$ cat src/rtl/chi_pkg.sv
// Types, constants and tables for the CHI hash engine.
// No dependencies; used by the controller, the datapath and the top level.
`timescale 1ns / 1ps

package chi_pkg;

    localparam logic [63:0] RC [80] = '{
        64'h9B05688C2B3E6C1F, 64'hDBD99E6FF3C90BDC, 64'h4DBC64712A5BB168, 64'h767E27C3CF76C8E7,
        64'h21EE9AC5EF4C823A, 64'hB36CCFC1204A9BD8, 64'h754C8A7FB36BD941, 64'hCF20868F04A825E9,
        64'hABB379E0A8838BB0, 64'h12D8B70A5959E391, 64'hB59168FA9F69E181, 64'h15C7D4918739F18F,
        64'h4B547673EA8D68E0, 64'h3CED7326FCD0EF81, 64'h09F1D77309998460, 64'h1AF3937415E91F32,
        64'h1F83D9ABFB41BD6B, 64'h23C4654C2A217583, 64'h2842012131573F2A, 64'hA59916ACA3991FCA,
        64'hEC1B7C06FD19D256, 64'h1EC785BCDC8BAF26, 64'h69CA4E0FF2E6BDD8, 64'hCA2575EE6C950D0E,
        64'h5BCF66D2FB3D99F6, 64'h9D6D08C7BBCA18F3, 64'hEEF64039F2175E83, 64'h00ED5AEBAA2AB6E0,
        64'h5040712FC29AD308, 64'h6DAFE433438D2C43, 64'hBD7FAA3F06C71F15, 64'h03B5AA8CE9B6A4DD,
        64'h5BE0CD19137E2179, 64'h867F5E3B72221265, 64'h43B6CBE0D67F4A20, 64'hDB99D767CB0E4933,
        64'hDC450DBC469248BD, 64'hFE1E5E4876100D6F, 64'hB799D29EA1733137, 64'h16EA7ABCF92053C4,
        64'hBE3ECE968DBA92AC, 64'h18538F84D82C318B, 64'h38D79F4E9C8A18C0, 64'hA8BBC28F1271F1F7,
        64'h2796E71067D2C8CC, 64'hDE1BF2334EDB3FF6, 64'hB094D782A857F9C1, 64'h639B484B0C1DAED1,
        64'hCBBB9D5DC1059ED8, 64'hE7730EAFF25E24A3, 64'hF367F2FC266A0373, 64'hFE7A4D34486D08AE,
        64'hD41670A136851F32, 64'h663914B66B4B3C23, 64'h1B9E3D7740A60887, 64'h63C11D86D446CB1C,
        64'hD167D2469049D628, 64'hDDDBB606B9A49E38, 64'h557F1C8BEE68A7F7, 64'hF99DC58B50F924BD,
        64'h205ACC9F653512A5, 64'h67C66344E4BAB193, 64'h18026E467960D0C8, 64'hA2F5D84DAECA8980,
        64'h629A292A367CD507, 64'h98E67012D90CBB6D, 64'hEED758D1D18C7E35, 64'h031C02E4437DC71E,
        64'h79B63D6482198EB7, 64'h936A9D7E8C9E4B33, 64'hB30CA682C3E6C65D, 64'hCC442382BA4262FA,
        64'h51179BA5A1D37FF6, 64'h7202BDE7A98EEA51, 64'h2B9F65D1DF9C610F, 64'hF56B742B0AF1CE83,
        64'hF9989D199B75848B, 64'hD142F19D8B46D578, 64'h7A7580514D75EA33, 64'hB74F9690808E704D
    };

    localparam logic [63:0] IV_ODD [9] = '{
        64'hA54FF53A5F1D36F1, 64'hCEA7E61FC37A20D5, 64'h4A77FE7B78415DFC, 64'h8E34A6FE8E2DF92A,
        64'h4E5B408C9C97D4D8, 64'h24A05EEE29922401, 64'h5A8176CFFC7C2224, 64'hC3EDEBDA29BEC4C8,
        64'h8A074C0F4D999610
    };

    localparam logic [63:0] IV_EVEN [9] = '{
        64'h510E527FADE682D1, 64'hDE49E330E42B4CBB, 64'h29BA5A455316E0C6, 64'h5507CD18E9E51E69,
        64'h4F9B11C81009A030, 64'hE3D3775F155385C6, 64'h489221632788FB30, 64'h41921DB8FEEB38C2,
        64'h9AF94A7C48BBD5B6
    };

    localparam logic [1:0] MODE_224 = 2'd0;
    localparam logic [1:0] MODE_256 = 2'd1;
    localparam logic [1:0] MODE_384 = 2'd2;
    localparam logic [1:0] MODE_512 = 2'd3;

    function automatic logic [63:0] iv_word(input logic [1:0] mode, input int unsigned j);
        logic [63:0] w;
        w = mode[0] ? IV_EVEN[j] : IV_ODD[j];
        if (!mode[1] && j >= 6) begin
            w = 64'd0;
        end
        return w;
    endfunction

    typedef enum logic [3:0] {
        ST_IDLE,
        ST_DECODE,
        ST_PAD,
        ST_CHECK,
        ST_LEN,
        ST_ZLEN,
        ST_CINIT,
        ST_ROUND,
        ST_FFWD,
        ST_EMIT,
        ST_ERR
    } state_t;

    typedef enum logic [1:0] {
        RET_ABSORB,
        RET_EXTRA,
        RET_FINAL
    } ret_t;

    typedef enum logic [2:0] {
        W_HOLD,
        W_ABSORB,
        W_PAD,
        W_LEN,
        W_ZERO_LEN,
        W_SHIFT
    } w_op_t;

    typedef enum logic [1:0] {
        LEN_NONE,
        LEN_BLOCK,
        LEN_TAIL
    } len_op_t;

    typedef enum logic [1:0] {
        OUT_NONE,
        OUT_DIGEST,
        OUT_ERR
    } out_op_t;

    typedef struct packed {
        logic    in_load;
        w_op_t   w_op;
        len_op_t len_op;
        logic    g_init;
        logic    final_rot;
        logic    ffwd;
        logic    load_iv;
        out_op_t out_op;
    } cmd_t;

    typedef struct packed {
        logic partial;
        logic last;
        logic block_full_next;
        logic pad_extra;
        logic len_err;
        logic round_last;
        logic out_free;
        logic emit_last;
    } status_t;

endpackage

$ cat src/rtl/chi_ctrl.sv
// Controller of the CHI hash engine: sequences absorb, padding, compression
// and digest output. Uses chi_pkg.
`timescale 1ns / 1ps

module chi_ctrl import chi_pkg::*; (
    input  logic    aclk,
    input  logic    aresetn,
    input  logic    s_tvalid,
    output logic    s_tready,
    input  status_t status,
    output cmd_t    cmd
);

    state_t state_reg, state_next;
    ret_t   ret_reg, ret_next;

    always_ff @(posedge aclk) begin
        if (!aresetn) begin
            state_reg <= ST_IDLE;
            ret_reg   <= RET_ABSORB;
        end else begin
            state_reg <= state_next;
            ret_reg   <= ret_next;
        end
    end

    always_comb begin
        state_next = state_reg;
        ret_next   = ret_reg;
        unique case (state_reg)
            ST_IDLE: begin
                if (s_tvalid) begin
                    state_next = ST_DECODE;
                end
            end
            ST_DECODE: begin
                if (status.partial) begin
                    state_next = status.last ? ST_PAD : ST_ERR;
                end else if (status.block_full_next) begin
                    ret_next   = RET_ABSORB;
                    state_next = ST_CINIT;
                end else begin
                    state_next = status.last ? ST_PAD : ST_IDLE;
                end
            end
            ST_PAD: state_next = ST_CHECK;
            ST_CHECK: begin
                if (status.len_err) begin
                    state_next = ST_ERR;
                end else if (status.pad_extra) begin
                    ret_next   = RET_EXTRA;
                    state_next = ST_CINIT;
                end else begin
                    state_next = ST_LEN;
                end
            end
            ST_LEN, ST_ZLEN: begin
                ret_next   = RET_FINAL;
                state_next = ST_CINIT;
            end
            ST_CINIT: state_next = ST_ROUND;
            ST_ROUND: begin
                if (status.round_last) begin
                    state_next = ST_FFWD;
                end
            end
            ST_FFWD: begin
                unique case (ret_reg)
                    RET_ABSORB: state_next = status.last ? ST_PAD : ST_IDLE;
                    RET_EXTRA:  state_next = ST_ZLEN;
                    default:    state_next = ST_EMIT;
                endcase
            end
            ST_EMIT: begin
                if (status.out_free && status.emit_last) begin
                    state_next = ST_IDLE;
                end
            end
            ST_ERR: begin
                if (status.out_free) begin
                    state_next = ST_IDLE;
                end
            end
            default: state_next = ST_IDLE;
        endcase
    end

    always_comb begin
        s_tready      = (state_reg == ST_IDLE);
        cmd.in_load   = 1'b0;
        cmd.w_op      = W_HOLD;
        cmd.len_op    = LEN_NONE;
        cmd.g_init    = 1'b0;
        cmd.final_rot = 1'b0;
        cmd.ffwd      = 1'b0;
        cmd.load_iv   = 1'b0;
        cmd.out_op    = OUT_NONE;
        unique case (state_reg)
            ST_IDLE:   cmd.in_load = s_tvalid;
            ST_DECODE: begin
                if (!status.partial) begin
                    cmd.w_op = W_ABSORB;
                end
            end
            ST_PAD:    cmd.len_op = LEN_TAIL;
            ST_CHECK: begin
                if (status.len_err) begin
                    cmd.load_iv = 1'b1;
                end else begin
                    cmd.w_op = W_PAD;
                end
            end
            ST_LEN:    cmd.w_op = W_LEN;
            ST_ZLEN:   cmd.w_op = W_ZERO_LEN;
            ST_CINIT: begin
                cmd.g_init    = 1'b1;
                cmd.final_rot = (ret_reg == RET_FINAL);
            end
            ST_ROUND:  cmd.w_op = W_SHIFT;
            ST_FFWD: begin
                cmd.ffwd = 1'b1;
                if (ret_reg == RET_ABSORB) begin
                    cmd.len_op = LEN_BLOCK;
                end
            end
            ST_EMIT: begin
                if (status.out_free) begin
                    cmd.out_op  = OUT_DIGEST;
                    cmd.load_iv = status.emit_last;
                end
            end
            ST_ERR: begin
                if (status.out_free) begin
                    cmd.out_op = OUT_ERR;
                end
            end
            default: begin
            end
        endcase
    end

endmodule

$ cat config.mk
export PLATFORM = sky130hd
export DESIGN_NAME = chi_ctrl
export DESIGN_NICKNAME = d
export VERILOG_FILES = /design/src/rtl/chi_pkg.sv /design/src/rtl/chi_ctrl.sv
export SDC_FILE = /design/constraint.sdc
export NUM_CORES = 1
export LEC_CHECK = 0
export ABC_AREA = 1
export ABC_CLOCK_PERIOD_IN_PS = 2000
export BUFFER_PORTS_ARGS = -buffer_cell sky130_fd_sc_hd__buf_2
export CAP_MARGIN = 10
export CORE_AREA = 2 2 39 41
export DETAILED_ROUTE_END_ITERATION = 7
export DIE_AREA = 0 0 41 43
export GPL_TIMING_DRIVEN = 0
export PLACE_DENSITY_LB_ADDON = 0.3
export SKIP_LAST_GASP = 1
export SLEW_MARGIN = 20
export SYNTH_ARGS = -nofsm -noshare
export SYNTH_HDL_FRONTEND = slang
export SYNTH_SLANG_ARGS = --single-unit
export TNS_END_PERCENT = 100
$ cat constraint.sdc
create_clock -name aclk -period 2 [get_ports aclk]
set_clock_uncertainty 0.15 [all_clocks]
set_input_delay 0.4 -clock aclk [delete_from_list [all_inputs] [get_ports aclk]]
set_output_delay 0.4 -clock aclk [all_outputs]
set_load 0.02 [all_outputs]
After elaboration in Yosys (flattened, before gate mapping) --
Cells that the tools add are included.
Storage, ports and cells: word-level logic and storage cells 59, register bits after elaboration 6, input port bits 11, output and inout bits 13
Cells by class: multiplexer cells 30, equal/unequal tests 20, reduce and logical (&&, ||, !) cells 7
Operator list (number):
- one-hot mux 4 bit (10 select lines) | 1
- two-way mux 4 bit | 7
- two-way mux 2 bit | 9
- equality test 4 x 3 -> 1 bit (second input constant) | 4
- inequality test 2 bit (second input constant) | 8
- one-hot mux 3 bit (5 select lines) | 1
- equality test 4 bit (second input constant) | 3
- equality test 4 x 2 -> 1 bit (second input constant) | 2
- one-hot mux 2 bit (2 select lines) | 2
- one-hot mux 4 bit (2 select lines) | 1
- two-way mux 3 bit | 2
- one-hot mux 2 bit (3 select lines) | 1
- two-way mux 1 bit | 5
- AND reduction 5 bit | 1
- equality test 4 x 1 -> 1 bit (second input constant) | 1
- zero test 4 bit | 1
- AND reduction 4 bit | 1
- nonzero test 3 bit | 1
- equality test 2 x 1 -> 1 bit (second input constant) | 1
- equality test 2 bit (second input constant) | 1
- zero test 2 bit | 1
- one-hot mux 1 bit (2 select lines) | 1
- OR reduction 2 bit | 1
- logical AND 1 bit | 1

Depth between registers and ports, before layout --
word-level depth 4, gate-level depth with buffers 8, depth with buffers taken out 8

Worst setup path after synthesis --
No wires, ideal clock.
path kind reg2out, from reg state_reg[2], to out cmd[1] (netlist bit), data required time 1450 ps, stages on the path, launching flop included 4, setup slack 257 ps, data arrival time 1193 ps, buffers on the path 0, cells stage by stage dfxtp_1 -> inv_2 -> nand2_1 -> nor4_1
RTL lines:
- start, declared | RTL line chi_ctrl.sv:14 | state_t state_reg, state_next;
- start signal, assigned | RTL line chi_ctrl.sv:22 | state_reg <= state_next;
- end, declared | RTL line chi_ctrl.sv:11 | output cmd_t cmd

==> results.md <==
- Share of cells above drive strength 1: 32.6%
- Max reg flops: 4
- Crit-path max FO: 6
- Max Transition Viols Final: 0
- Largest net degree at the start of global routing: 7
- WP data arrival: 1.35 ns
- Drt initial violations: 27
- Setup TNS: 0 ns
- Distinct cells, synth: 18
- Yosys reg bits: 6
- Vias: 785
- Hold WS: 0.243 ns
- GRT overflow: 0
- Dominant cells by area after synthesis: nand2_1 20%, dfxtp_1 20%, inv_1 11%, nand3_1 8.9%, nor2_1 8.5%
- Initial Utilization: 44.5%
- Fill cell count: 154
- Post-Synthesis Cells: 112
- GRT Total Usage: 21.8%
- Routed Antenna Nets: 0
- Hold_sp: aresetn
- First-pass GRT wire length: 2530 um
- Status: finished, final reports clean
- Async set or reset register ratio after synthesis: 0%
- Die Span Y: 43 um
- Post-CTS Setup Inserts: 0
- Required time worst endpoint: 1.45 ns
- DRC Markers: 0
- TritonCTS clock tree: built
- Cts hold-fix bufs: 0
- # H-tree levels: 1
- Leakage: 0.451 nW
- Syn_nets: 123
- Vias in the first global route: 641
- Final setup fails: 0
- Layout area overhead: 26.4%
- Final GP Congestion: 0.833
- Yosys warns: 0
- Post-detail-place hpwl: 1350 um
- Number of synthesized flops with an enable pin: 0
- Reg2Reg Setup Slack: 0.67 ns
- Crit Reg-Reg Endpoint: ret_reg[1]
- Hold endpoint: ret_reg[1]
- Worst-path clk slew: 0.05 ns
- Post-synth top area share: 20.1%
- Power Density: 1250 nW/um2
- Clk sinks: 6
- Worst Hold Class: in2reg
- Tcrit/Tclk final: 94.8%
- Most instantiated library cell after synthesis: nand2_1
- Port bufs: 23
- CTS resizes: 0
- RSZ-0062 raised after global routing: no
- Maximum VDD drop: 634 uV
- Synth Flop Type: dfxtp_1
- IO Count: 24
- Maximum clock rate: 527 MHz
- Crit end category: output port
- Setup CP Type: reg2out
- CTS Buffer Depth: 2
- Area of the core: 1380 um2
- Seq/Total Area, Yosys: 19.5%
- CP startpoint kind: flip-flop
- Total die area: 1760 um2
- Worst Tran Pin Value: 0.271 ns
- Post-synth top cells: 33 x nand2_1, 18 x inv_1, 14 x nor2_1
- Drt total wl: 1680 um
- Hold Vio Cnt, Final: 0
- Clk Latency, worst-skew pair: 0.26 ns
- Die W: 41 um
- Average wire per standard cell: 10.9 um
- Post-Syn Area: 616 um2
- Worst reg2reg path startpoint: state_reg[2]
- Hold Path Depth: 3
- Num rows: 14
- Final worst path period need: 1.90 ns
- Initial antenna violation count: 0
- # Max-Cap Violations: 0
- 1st-pass router iterations: 4
- N_diodes: 0
- Largest area contributor in the netlist: nand2_1
- Root buf cell: clkbuf_4
- DR vias/cell: 5.10
- Synthesized area per cell: 5.50 um2
- Reg2reg path depth: 8
- Slew HR: 81.9%
- CTS Buf Count: 3
- Layout Nets: 151
[routing by layer]
metal / track usage, % / vias up / wire [um]
met4: 12.0 / 0 / 38
met1: 27.7 / 336 / 716
met3: 6.28 / 5 / 155
met5: 0 / - / 0
met2: 31.6 / 40 / 770
li1: - / 404 / -
[power breakdown]
group          internal, mW  switching [mW]  leakage, nW
Sequential            0.171          0.0530       0.0499
Clock                0.0682          0.0496       0.0138
Combinational         0.207           0.425        0.387
Total                 0.446           0.527        0.451
[worst max-delay path, cell delays in order, from the launching register on]
cell	delay, ns
dfxtp_1	0.39
inv_2	0.09
nor2_4	0.17
nand2_1	0.12
nor3_1	0.14
buf_2	0.19
[cells by family (layout without fill, tap and decap cells)]
family / count (synthesis) / in the layout / synth area share, %
flops: 6 / 6 / 19.5
simple gates: 71 / 71 / 53.9
compound gates: 12 / 12 / 12.6
buf+inv: 23 / 49 / 14.0
[layout by cell type, fill, tap and decap left out, drive strengths merged]
master   n
nand4    1
dfxtp    6
o21ai    4
nand2   34
buf     23
o22ai    1
nor4     1
inv     23
clkbuf   3
nand3   13
nor2    19
o211ai   2
a21oi    5
nor3     3
[through the flow]
stage	instances	worst slack, ns	total power [mW]	instance area, um2	utilization [%]
floorplan	112	0.257	0.690	616	-
global placement	151	0.324	0.839	751	54.2
detailed placement	151	0.310	0.845	751	54.2
CTS	154	0.0300	0.967	773	55.9
global route	154	0.00231	1.06	778	56.2
finish	154	0.103	0.973	778	56.2
[final cells by class]
class	instances	area (um2)	area share [%]
Clock buffer	3	22.5	2.89
Timing Repair Buffer	23	115	14.8
Multi-Input combinational cell	83	412	52.9
Sequential cell	6	123	15.8
Inverter	23	86.3	11.1
Tap cell	16	20.0	2.57
[worst max path at each step]
stage            startpoint      to  slack [ns]
3_3_place_gp   state_reg[0]  cmd[2]        0.32
3_5_place_dp   state_reg[0]  cmd[2]        0.31
6_report       state_reg[2]  cmd[4]        0.10
5_1_grt        state_reg[1]  cmd[4]       0.002
4_1_cts        state_reg[0]  cmd[2]        0.03
2_1_floorplan  state_reg[2]  cmd[1]        0.26
Note: power is estimated with default switching activity, not from simulation.
